$ cat config.mk
export PLATFORM = sky130hd
export DESIGN_NAME = memory_bank_length_prober_core
export DESIGN_NICKNAME = d
export VERILOG_FILES = /design/src/mblp_pkg.sv /design/src/mblp_cfg.sv /design/src/mblp_step.sv /design/src/memory_bank_length_prober_core.sv
export VERILOG_INCLUDE_DIRS = /design/src /design/src/src
export SDC_FILE = /design/constraint.sdc
export NUM_CORES = 1
export LEC_CHECK = 0
export ABC_AREA = 0
export BUFFER_PORTS_ARGS = -buffer_cell sky130_fd_sc_hd__buf_4
export CORE_ASPECT_RATIO = 2
export CORE_MARGIN = 2
export CORE_UTILIZATION = 62
export CTS_BUF_LIST = sky130_fd_sc_hd__clkbuf_8
export CTS_CLUSTER_DIAMETER = 50
export DETAILED_ROUTE_END_ITERATION = 12
export MAX_ROUTING_LAYER = met4
export PLACE_DENSITY = 0.93
export SYNTH_ARGS = -nofsm -noshare
export SYNTH_HDL_FRONTEND = slang
export SYNTH_SLANG_ARGS = --single-unit
$ cat constraint.sdc
create_clock -name clk -period 7.05 [get_ports clk]
set_input_delay 0 -clock clk [delete_from_list [all_inputs] [get_ports clk]]
set_output_delay 0 -clock clk [all_outputs]
set_load 0.01 [all_outputs]
$ cat src/memory_bank_length_prober_core_defines.svh
// Assertion macros for the memory bank length prober.
// Used by the top level only; expects clk and rst_n in scope.
`ifndef MEMORY_BANK_LENGTH_PROBER_CORE_DEFINES_SVH
`define MEMORY_BANK_LENGTH_PROBER_CORE_DEFINES_SVH

// same-cycle implication
`define MBLP_ASSERT_NOW(lbl, ante, cons, msg) \
    lbl: assert property (@(posedge clk) disable iff (!rst_n) (ante) |-> (cons)) \
        else $error(msg);

// next-cycle implication
`define MBLP_ASSERT_NEXT(lbl, ante, cons, msg) \
    lbl: assert property (@(posedge clk) disable iff (!rst_n) (ante) |=> (cons)) \
        else $error(msg);

`endif

$ cat src/mblp_pkg.sv
// Shared types and codes for the memory bank length prober.
// No dependencies; used by every module of the block.
package mblp_pkg;

    localparam logic [1:0] ACT_START    = 2'd0;
    localparam logic [1:0] ACT_RESPONSE = 2'd1;
    localparam logic [1:0] ACT_STOP     = 2'd2;

    localparam logic [2:0] ST_OK        = 3'd0;
    localparam logic [2:0] ST_OVERRUN   = 3'd1;
    localparam logic [2:0] ST_WRONG_PW  = 3'd2;
    localparam logic [2:0] ST_LOCKED    = 3'd3;

    localparam logic KIND_PROBE  = 1'b0;
    localparam logic KIND_FINISH = 1'b1;

    localparam logic [1:0] OUT_SUCCESS = 2'd0;
    localparam logic [1:0] OUT_FAILED  = 2'd1;
    localparam logic [1:0] OUT_ABORTED = 2'd2;

    localparam logic REG_MAX_WORDS   = 1'b0;
    localparam logic REG_MAX_RETRIES = 1'b1;

    localparam logic [7:0] MAX_WORDS_RESET   = 8'd64;
    localparam logic [7:0] MAX_RETRIES_RESET = 8'd10;

    localparam int ADDR_W = 3;
    localparam int DATA_W = 32;

    typedef struct packed {
        logic       busy;
        logic [8:0] range_low;
        logic [8:0] range_high;
        logic [7:0] current_probe;
        logic [7:0] retry_count;
        logic [1:0] active_bank;
    } state_t;

    typedef struct packed {
        logic       kind;
        logic [1:0] probe_bank;
        logic [7:0] probe_words;
        logic [7:0] attempt_index;
        logic [1:0] outcome;
        logic [7:0] bank_words;
    } result_t;

endpackage

$ cat src/mblp_cfg.sv
// Configuration registers (max_words, max_retries) behind an APB-style port.
// Depends on mblp_pkg.
module mblp_cfg (
    input  logic                         clk,
    input  logic                         rst_n,
    input  logic                         psel,
    input  logic                         penable,
    input  logic                         pwrite,
    input  logic [mblp_pkg::ADDR_W-1:0]  paddr,
    input  logic [mblp_pkg::DATA_W-1:0]  pwdata,
    output logic [mblp_pkg::DATA_W-1:0]  prdata,
    output logic                         pready,
    output logic [7:0]                   max_words,
    output logic [7:0]                   max_retries
);

    logic [7:0] max_words_reg;
    logic [7:0] max_retries_reg;
    logic       wr_en;

    assign pready = 1'b1;
    assign wr_en  = psel && penable && pwrite;

    always_ff @(posedge clk or negedge rst_n)
    begin
        if (!rst_n)
        begin
            max_words_reg   <= mblp_pkg::MAX_WORDS_RESET;
            max_retries_reg <= mblp_pkg::MAX_RETRIES_RESET;
        end
        else if (wr_en)
        begin
            if (paddr[2] == mblp_pkg::REG_MAX_WORDS)
                max_words_reg <= pwdata[7:0];
            else
                max_retries_reg <= pwdata[7:0];
        end
    end

    always_comb
    begin
        if (paddr[2] == mblp_pkg::REG_MAX_WORDS)
            prdata = {{(mblp_pkg::DATA_W-8){1'b0}}, max_words_reg};
        else
            prdata = {{(mblp_pkg::DATA_W-8){1'b0}}, max_retries_reg};
    end

    assign max_words   = max_words_reg;
    assign max_retries = max_retries_reg;

endmodule

$ cat src/mblp_step.sv
// Search step logic: next search state and optional result for one transaction.
// Depends on mblp_pkg.
module mblp_step (
    input  mblp_pkg::state_t  st,
    input  logic [1:0]        action,
    input  logic [1:0]        bank_select,
    input  logic [2:0]        reply_status,
    input  logic [7:0]        max_words,
    input  logic [7:0]        max_retries,
    output mblp_pkg::state_t  st_next,
    output logic              has_result,
    output mblp_pkg::result_t res
);

    logic       do_adv;
    logic       do_fin;
    logic [1:0] fin_outcome;
    logic [7:0] fin_words;
    logic [8:0] a_low;
    logic [8:0] a_high;
    logic [9:0] sum;
    logic [7:0] mid;
    logic [7:0] retry_inc;

    always_comb
    begin
        st_next     = st;
        do_adv      = 1'b0;
        do_fin      = 1'b0;
        fin_outcome = mblp_pkg::OUT_SUCCESS;
        fin_words   = 8'd0;
        has_result  = 1'b0;
        res         = '0;
        a_low       = st.range_low;
        a_high      = st.range_high;
        retry_inc   = st.retry_count + 8'd1;

        case (action)
            mblp_pkg::ACT_START:
            begin
                st_next.active_bank = bank_select;
                a_low  = 9'd0;
                a_high = {1'b0, max_words};
                do_adv = 1'b1;
            end
            mblp_pkg::ACT_STOP:
            begin
                if (st.busy)
                begin
                    do_fin      = 1'b1;
                    fin_outcome = mblp_pkg::OUT_ABORTED;
                end
            end
            mblp_pkg::ACT_RESPONSE:
            begin
                if (st.busy)
                begin
                    if (reply_status == mblp_pkg::ST_OK)
                    begin
                        a_low  = {1'b0, st.current_probe} + 9'd1;
                        do_adv = 1'b1;
                    end
                    else if (reply_status == mblp_pkg::ST_OVERRUN)
                    begin
                        a_high = {1'b0, st.current_probe} - 9'd1;
                        do_adv = 1'b1;
                    end
                    else if (reply_status inside {mblp_pkg::ST_WRONG_PW, mblp_pkg::ST_LOCKED})
                    begin
                        do_fin      = 1'b1;
                        fin_outcome = mblp_pkg::OUT_FAILED;
                    end
                    else
                    begin
                        // transient, and unknown codes treated alike
                        st_next.retry_count = retry_inc;
                        if (retry_inc >= max_retries)
                        begin
                            do_fin      = 1'b1;
                            fin_outcome = mblp_pkg::OUT_FAILED;
                        end
                        else
                        begin
                            has_result        = 1'b1;
                            res.kind          = mblp_pkg::KIND_PROBE;
                            res.probe_bank    = st.active_bank;
                            res.probe_words   = st.current_probe;
                            res.attempt_index = retry_inc;
                        end
                    end
                end
            end
            default:
            begin
                // unused action code: no effect
            end
        endcase

        sum = {1'b0, a_low} + {1'b0, a_high};
        mid = sum[8:1];

        if (do_adv)
        begin
            st_next.range_low  = a_low;
            st_next.range_high = a_high;
            if (a_low > a_high)
            begin
                do_fin    = 1'b1;
                fin_words = 8'(a_low - 9'd1);
            end
            else if (mid == 8'd0)
            begin
                do_fin = 1'b1;
            end
            else
            begin
                st_next.current_probe = mid;
                st_next.retry_count   = 8'd0;
                st_next.busy          = 1'b1;
                has_result            = 1'b1;
                res.kind              = mblp_pkg::KIND_PROBE;
                res.probe_bank        = st_next.active_bank;
                res.probe_words       = mid;
                res.attempt_index     = 8'd0;
            end
        end

        if (do_fin)
        begin
            st_next.busy   = 1'b0;
            has_result     = 1'b1;
            res            = '0;
            res.kind       = mblp_pkg::KIND_FINISH;
            res.probe_bank = st_next.active_bank;
            res.outcome    = fin_outcome;
            res.bank_words = fin_words;
        end
    end

endmodule

$ cat src/memory_bank_length_prober_core.sv
// Top level of the memory bank length prober. Depends on mblp_pkg, mblp_cfg,
// mblp_step and the assertion macro header.
// An accepted transaction is held in the input register; the combinational step logic
// sits between the input register and the result register that holds its result.
// Throughput: one transaction per cycle; a stalled result holds the input register.
// Reset (rst_n, async, active low) clears search state and valid flags, loads 64 / 10.
`include "memory_bank_length_prober_core_defines.svh"

module memory_bank_length_prober_core (
    input  logic                         clk,
    input  logic                         rst_n,
    input  logic                         in_valid,
    output logic                         in_stall,
    input  logic [1:0]                   action,
    input  logic [1:0]                   bank_select,
    input  logic [2:0]                   reply_status,
    output logic                         out_valid,
    input  logic                         out_stall,
    output logic                         kind,
    output logic [1:0]                   probe_bank,
    output logic [7:0]                   probe_words,
    output logic [7:0]                   attempt_index,
    output logic [1:0]                   outcome,
    output logic [7:0]                   bank_words,
    input  logic                         psel,
    input  logic                         penable,
    input  logic                         pwrite,
    input  logic [mblp_pkg::ADDR_W-1:0]  paddr,
    input  logic [mblp_pkg::DATA_W-1:0]  pwdata,
    output logic [mblp_pkg::DATA_W-1:0]  prdata,
    output logic                         pready
);

    logic [7:0] max_words;
    logic [7:0] max_retries;

    logic       in_valid_reg;
    logic [1:0] action_reg;
    logic [1:0] bank_reg;
    logic [2:0] status_reg;

    mblp_pkg::state_t  st_reg;
    mblp_pkg::state_t  st_next;
    mblp_pkg::result_t res;
    mblp_pkg::result_t res_reg;
    logic              has_result;
    logic              out_valid_reg;
    logic              out_free;
    logic              proc;
    logic              in_take;

    mblp_cfg u_cfg (
        .clk         (clk),
        .rst_n       (rst_n),
        .psel        (psel),
        .penable     (penable),
        .pwrite      (pwrite),
        .paddr       (paddr),
        .pwdata      (pwdata),
        .prdata      (prdata),
        .pready      (pready),
        .max_words   (max_words),
        .max_retries (max_retries)
    );

    mblp_step u_step (
        .st           (st_reg),
        .action       (action_reg),
        .bank_select  (bank_reg),
        .reply_status (status_reg),
        .max_words    (max_words),
        .max_retries  (max_retries),
        .st_next      (st_next),
        .has_result   (has_result),
        .res          (res)
    );

    // a transaction with no result never waits on the output side
    assign out_free = !out_valid_reg || !out_stall;
    assign proc     = in_valid_reg && (!has_result || out_free);
    assign in_stall = in_valid_reg && !proc;
    assign in_take  = in_valid && !in_stall;

    always_ff @(posedge clk or negedge rst_n)
    begin
        if (!rst_n)
        begin
            in_valid_reg  <= 1'b0;
            out_valid_reg <= 1'b0;
            st_reg        <= '0;
        end
        else
        begin
            if (in_take)
                in_valid_reg <= 1'b1;
            else if (proc)
                in_valid_reg <= 1'b0;

            if (proc)
                st_reg <= st_next;

            if (proc && has_result)
                out_valid_reg <= 1'b1;
            else if (!out_stall)
                out_valid_reg <= 1'b0;
        end
    end

    always_ff @(posedge clk)
    begin
        if (in_take)
        begin
            action_reg <= action;
            bank_reg   <= bank_select;
            status_reg <= reply_status;
        end
        if (proc && has_result)
            res_reg <= res;
    end

    assign out_valid     = out_valid_reg;
    assign kind          = res_reg.kind;
    assign probe_bank    = res_reg.probe_bank;
    assign probe_words   = res_reg.probe_words;
    assign attempt_index = res_reg.attempt_index;
    assign outcome       = res_reg.outcome;
    assign bank_words    = res_reg.bank_words;

    `MBLP_ASSERT_NOW(a_busy_probe_nonzero, st_reg.busy,
        (st_reg.current_probe != 8'd0) && (st_reg.range_high[8] == 1'b0),
        "busy search with zero probe or out-of-range upper bound")

    `MBLP_ASSERT_NEXT(a_probe_sets_busy,
        proc && has_result && (res.kind == mblp_pkg::KIND_PROBE),
        st_reg.busy, "probe issued but search not busy")

    `MBLP_ASSERT_NOW(a_finish_fields, out_valid_reg && (res_reg.kind == mblp_pkg::KIND_FINISH),
        (res_reg.probe_words == 8'd0) && (res_reg.attempt_index == 8'd0),
        "finish transaction carries probe fields")

    `MBLP_ASSERT_NOW(a_no_lost_result, out_valid_reg && out_stall,
        !(proc && has_result), "result register overwritten while stalled")

endmodule

==> results of run 1 <==
## where the power goes
| part | total [mW] | leakage, nW | internal [mW] | switching, mW |
|---|---|---|---|---|
| Sequential | 0.755 | 1.05 | 0.651 | 0.104 |
| Combinational | 0.642 | 1.77 | 0.262 | 0.380 |
| Clock | 0.395 | 0.108 | 0.202 | 0.194 |
| Total | 1.79 | 2.93 | 1.11 | 0.678 |
## synthesized netlist by cell type, types with 4 or more instances
library cell | count | area share, %
clkbuf_1 | 14 | 0.95
nand2b_1 | 5 | 0.57
edfxtp_1 | 36 | 20
nor2_1 | 30 | 2.0
buf_2 | 5 | 0.45
ha_1 | 32 | 7.3
mux2_2 | 30 | 6.1
o211ai_1 | 4 | 0.54
o21a_1 | 6 | 0.82
xor2_1 | 15 | 2.4
nand2_1 | 58 | 4.0
nand4_1 | 4 | 0.45
dfrtp_1 | 52 | 24
a21o_1 | 4 | 0.54
nand3_1 | 23 | 2.1
buf_4 | 25 | 3.4
and2_1 | 12 | 1.4
nor3_1 | 4 | 0.36
inv_1 | 38 | 2.6
a31oi_1 | 5 | 0.57
o31ai_1 | 6 | 0.82
xnor2_1 | 11 | 1.7
a22o_1 | 12 | 1.9
o21ai_0 | 39 | 3.5
a21oi_1 | 17 | 1.5
o22ai_1 | 4 | 0.45
## placed cells by master (no fill, tap or decap), types with 15 or more instances in the layout
master / n
inv_1: 38
nor2_1: 30
nand2_1: 58
dlygate4sd3_1: 19
conb_1: 25
mux2_2: 30
buf_4: 64
o21ai_0: 39
edfxtp_1: 36
xor2_1: 15
ha_1: 32
a21oi_1: 16
dfrtp_1: 52
nand3_1: 23
## layer usage
metal	global-route usage (%)	vias up
li1	-	2021
met3	4.90	77
met5	-	-
met1	31.4	2147
met4	24.2	0
met2	60.4	182
## logic make-up after synthesis
family          Yosys count
simple gates            160
compound gates          119
flops                    91
buf+inv                  83
mux                      34
fa+ha+maj                33
xor+xnor                 26
other cells               2
## what timing repair did
action / 4_1_cts / 5_1_grt
hold buffers: 19 / 0
gates resized for setup: 0 / 0
hold endpoints to repair: 77 / 0
## stage by stage
step	utilization [%]	cell area, um2	hold slack (ns)	std cells
floorplan	-	5600	-0.296	571
global placement	68.6	5930	0.0856	690
detailed placement	68.6	5930	0.103	690
CTS	73.3	6340	0.256	725
global route	73.3	6340	0.294	725
finish	73.3	6340	0.229	725
## worst max-delay path, cell delays in order (launching register included)
cell and delay [ns]:
edfxtp_1 0.40, inv_1 0.10, ha_1 0.48, and2_1 0.27
nand3b_2 0.31, a31oi_1 0.52, inv_1 0.25, ha_1 0.53
and3_1 0.20, a22oi_1 0.13, nor2b_1 0.17, o21ai_0 0.47
nand4b_1 0.33, o211ai_2 0.80, o311ai_1 0.28, o21ai_0 0.13
## final cells by class
type                            count  area (um2)  area share [%]
Inverter                           38         143            2.25
Multi-Input combinational cell    397        2720            42.9
Tap cell                          100         125            1.97
Clock inverter                      7        97.6            1.54
Clock buffer                        9         124            1.95
Timing Repair Buffer               83         671            10.6
Sequential cell                    91        2460            38.8
## final timing paths
check                                        to           from  slack [ns]  depth (start not counted)
min in group clk           u_cfg.max_retries[3]         pwrite        0.34                          3
max reg2reg                           st_reg[8]  action_reg[1]        1.57                         15
min                                  st_reg[22]          rst_n        0.23                          2
min reg2reg                          st_reg[34]     st_reg[34]        0.50                          2
max in group asynchronous             st_reg[1]          rst_n        6.32                          2
max                                   st_reg[8]  action_reg[1]        1.57                         15
==> summary.txt, run 1 <==
Run status
  • Outcome: finished, final reports clean

Worst setup path
  • CP Capture Type: flip-flop
  • Class of the most critical setup path: reg2reg
  • Crit-path max FO: 20
  • Worst setup SP type: flip-flop
  • Req. time, crit path: 7.34 ns
  • Crit path DAT: 5.77 ns

STA
  • Tmin final: 5.48 ns
  • Max frequency: 182 MHz
  • Unrepaired setup endpoints after global routing: false
  • Slew margin rel.: 25.8%
  • Worst slew pin tran: 1.11 ns
  • Fin. Hold Viols: 0
  • Final setup fails: 0
  • Clk_skew: 0.0170 ns
  • Setup_tns: 0 ns
  • Worst setup margin: 1.57 ns
  • Final period util: 77.8%
  • Max-slew violation count: 0

Pwr
  • Total power: 1.79 mW
  • Worst VDD drop: 0.151 mV
  • Leakage: 2.93 nW
  • Pwr dens: 283 nW/um2

CTS
  • CTS tree: built
  • CTS root buf: clkbuf_8
  • Clock Sinks: 91
  • Post-CTS setup buffers: 0
  • Reg clk slew, reported paths: 0.09 ns
  • Bufs on Longest Clock Path: 2
  • Clock Latency Late Sink: 0.37 ns
  • TritonCTS Buffers: 9
  • # H-tree levels: 3

Global route
  • Vias in the first global route: 4520
  • Initial antenna violation count: 0
  • Total grt overflow: 0
  • Total GRT Usage: 33.3%
  • Pin count of the biggest net entering global routing: 56
  • First-pass GRT wire length: 23500 um

Synthesis
  • Synth Instances: 548
  • Top FF cell, synth: dfrtp_1
  • Yosys warns: 0
  • Post-synthesis xor/xnor area fraction: 4.13%
  • Synth cell types: 62
  • EDFF count, synth: 36
  • Yosys reg bits: 91
  • Adder-cell share of the synthesized area: 7.63%
  • Seq/Total Area, Yosys: 44.7%
  • Multiplexer share of the synthesized area: 7.04%
  • Post-Synth Simple-Gate Area: 13.9%
  • Post-synth ARST share: 60.4%
  • Largest family of logic cells by synthesized area: compound AO/OA/AOI/OAI gates
  • Syn_area_per_cell: 10.1 um2
  • Compound-Gate Fraction of Synth Area: 14.9%
  • Syn Std Cell Area: 5510 um2

Drt
  • Drt total wl: 15000 um
  • WL/cell: 20.7 um
  • Met2 wire length: 8320 um
  • Metal1 wirelength: 4870 um
  • ANT nets after route: 0
  • Via density per instance: 6.11
  • Total iterations of the first detailed-routing run: 6
  • # DRC: 0
  • Uppermost routed layer: met4
  • Total vias in the final route: 4427
  • Number of DRC markers in iteration 0: 343
  • WL met3: 614 um

Finish
  • Antenna diodes: 0
  • Final nets: 702
  • # fillers: 594
  • Max reg flops: 37
  • Share of layout cells above drive strength 1: 20.5%
  • Area grow syn2layout: 15.1%

Die
  • Starting Density: 63.7%
  • IO Pins: 113
  • Core Area: 8650 um2
  • Die width: 70.7 um
  • Die ar.: 9700 um2
  • DIE HEIGHT: 137 um
  • # rows: 48

Placed design
  • DP HPWL: 11200 um
  • Pre-CTS WS: 1.74 ns
  • Port-buffer cells: 61
  • GPL Wtd Cong: 0.965

Worst hold path
  • Min-delay worst type: in2async

Job
  • Max Cap Viol: 0
No activity file was read; power rests on OpenSTA's default activity.
==> run 2, diff against run 1 <==
CORE_UTILIZATION = 52   (was 62)
PLACE_DENSITY = 0.83   (was 0.93)
clock period = 5 ns   (was 7.05 ns; I/O delays follow)
==> run 2 against run 1 <==
Compared with the run above:
- via count decreased by 0.52%
- count of clock-buffer cells in the layout unchanged
- combinational power increased by 41%
- critical path depth unchanged
- wire length decreased by 6.6%
- global-route usage decreased by 7.1 points
- register-to-register slack got worse by 1.2 ns
- setup slack got worse by 1.2 ns
- power increased by 36%
- largest power group unchanged
==> summary.txt, run 2 (synthesis gave the netlist of run 1 again) <==
Run status
  • Outcome: finished, final reports clean

Drt
  • Total vias in the final route: 4404 (-0.52%)
  • ANT nets after route: 0 (unchanged)
  • Via density per instance: 5.69 (-6.8%)
  • Total iterations of the first detailed-routing run: 4 (-2)
  • Number of DRC markers in iteration 0: 278 (-19%)
  • Drt total wl: 14000 um (-6.6%)
  • WL/cell: 18.1 um (-13%)
  • # DRC: 0 (unchanged)

Die
  • # rows: 53 (+10%)
  • Die width: 76.8 um (+8.7%)
  • Die ar.: 11500 um2 (+18%)
  • Starting Density: 52.9% (-11 points)
  • DIE HEIGHT: 150 um (+8.9%)
  • IO Pins: 113 (unchanged)
  • Core Area: 10400 um2 (+20%)

Worst setup path
  • Req. time, crit path: 5.27 ns (-2.07 ns)
  • Crit-path cells: inv_1, ha_1, and2_1, nand3b_2, a31oi_1, inv_1, ha_1, and3_1, a22oi_1, nor2b_1, o21ai_0, nand4b_1, o211ai_2, buf_4, mux2_4
  • Worst R2R Setup Slack: 0.39 ns (-1.18 ns)
  • Worst setup SP type: flip-flop
  • Slowest CP cell: a31oi_1
  • Crit path DAT: 4.89 ns (-0.88 ns)
  • CP bufs+invs: 3 (+1)
  • CP Capture Type: flip-flop
  • CP top delay family: compound AO/OA/AOI/OAI gates
  • Class of the most critical setup path: reg2reg
  • Crit-path max FO: 18 (-10%)
  • Crit path largest cell delay: 0.52 ns (-0.28 ns)

STA
  • Final setup fails: 0 (unchanged)
  • Slew margin rel.: 23.7% (-2.1 points)
  • Final period util: 92.3% (+15 points)
  • Worst slew pin tran: 1.14 ns (+0.0317 ns)
  • Final Hold Slack: 0.211 ns (-0.0179 ns)
  • Unrepaired setup endpoints after global routing: false
  • Max frequency: 217 MHz (+19%)
  • Fin. Hold Viols: 0 (unchanged)
  • Tmin final: 4.61 ns (-0.868 ns)
  • Worst setup margin: 0.386 ns (-1.18 ns)
  • Max-slew violation count: 0 (unchanged)
  • Setup_tns: 0 ns (unchanged)
  • Clk_skew: 0.0115 ns (-0.00554 ns)

CTS
  • Post-CTS Hold Buffers: 19 (unchanged)
  • Post-CTS setup buffers: 0 (unchanged)
  • TritonCTS Buffers: 9 (unchanged)
  • Reg clk slew, reported paths: 0.10 ns (about the same)
  • # H-tree levels: 3 (unchanged)
  • Post-cts resize count: 0 (unchanged)
  • Bufs on Longest Clock Path: 2 (unchanged)
  • Clock Sinks: 91 (unchanged)
  • Clock Latency Late Sink: 0.38 ns (about the same)
  • CTS tree: built
  • CTS root buf: clkbuf_8

Pwr
  • Switching part of the total: 38.7% (+0.90 points)
  • Pint: 1.49 mW (+34%)
  • Comb pwr share: 37.2% (+1.4 points)
  • Sw power: 0.941 mW (+39%)
  • Total power: 2.43 mW (+36%)
  • Worst VDD drop: 0.186 mV (+23%)
  • Pwr dens: 378 nW/um2 (+34%)
  • Seq pwr share: 43.8% (+1.7 points)
  • Leakage: 2.96 nW (+1.2%)
  • Clk pwr share: 19.1% (-2.9 points)

Global route
  • Initial antenna violation count: 0 (unchanged)
  • Total grt overflow: 0 (unchanged)
  • Vias in the first global route: 4574 (+1.2%)
  • First-pass GRT wire length: 22400 um (-4.8%)
  • Pin count of the biggest net entering global routing: 56 (unchanged)
  • Total GRT Usage: 26.2% (-7.1 points)

Finish
  • Final instance area: 6430 um2 (+1.4%)
  • Final nets: 714 (+1.7%)
  • # fillers: 881 (+48%)
  • Most frequent cells in the layout: buf_4, nand2_1, dfrtp_1, o21ai_0, inv_1
  • Finished Core Util: 61.8% (-12 points)
  • Antenna diodes: 0 (unchanged)
  • Post-Layout Cell Count: 774 (+6.8%)
  • Share of layout cells above drive strength 1: 22.1% (+1.7 points)
  • Most common cell after layout, fill and taps aside: buf_4
  • Max reg flops: 37 (unchanged)
  • Area grow syn2layout: 16.7%

Placed design
  • GPL Wtd Cong: 0.964 (-0.13%)
  • Post-placement cell area: 6070 um2 (+2.3%)
  • Pre-CTS WS: 0.411 ns (-1.33 ns)
  • Placed insts: 739 (+7.1%)
  • Port-buffer cells: 61 (unchanged)
  • DP HPWL: 10900 um (-2.8%)

Job
  • Max Cap Viol: 0 (unchanged)

Worst hold path
  • Min-delay worst type: in2async
run 2: cell count changes in the layout (fill, tap and decap cells not counted), sizes merged:
| cell | delta |
|---|---|
| bufinv | -2 |
| buf | +12 |
| clkinvlp | +1 |
| clkinv | +1 |
run 2: cell type report:
class                      count  area [um2]  share of cell area [%]
sequential                    91        2460                    38.3
multi-input combinational    397        2720                    42.3
timing repair buffer          95         761                    11.8
tap                          137         171                    2.67
clock buffer                   9         124                    1.93
inverter                      38         143                    2.22
clock inverter                 7        51.3                   0.798
run 2: path summary, 6_finish.rpt:
| path | from | to | cells after the start |
|---|---|---|---|
| worst min-delay path | rst_n | u_cfg.max_retries[4] | 2 |
| max in group asynchronous | rst_n | st_reg[36] | 2 |
| worst min register to register | st_reg[27] | st_reg[27] | 2 |
| worst max register to register | action_reg[1] | st_reg[15] | 15 |
| min in group clk | pwrite | u_cfg.max_retries[4] | 3 |
| worst max-delay path | action_reg[1] | st_reg[15] | 15 |
run 2: power groups by stage:
| stage | clock, mW | sequential, mW | combinational [mW] |
|---|---|---|---|
| after global placement | 0 | 1.06 | 0.859 |
| after detailed placement | 0 | 1.07 | 0.881 |
| after floorplan | 0 | 1.01 | 0.637 |
| final | 0.464 | 1.06 | 0.903 |
| after CTS | 0.462 | 1.06 | 0.902 |
| after global routing | 0.494 | 1.08 | 0.991 |
run 2: layer usage:
metal	track usage, %	wire (um)
met3	4.22	613
met4	19.0	1080
met2	48.8	7800
met5	-	0
met1	23.4	4540
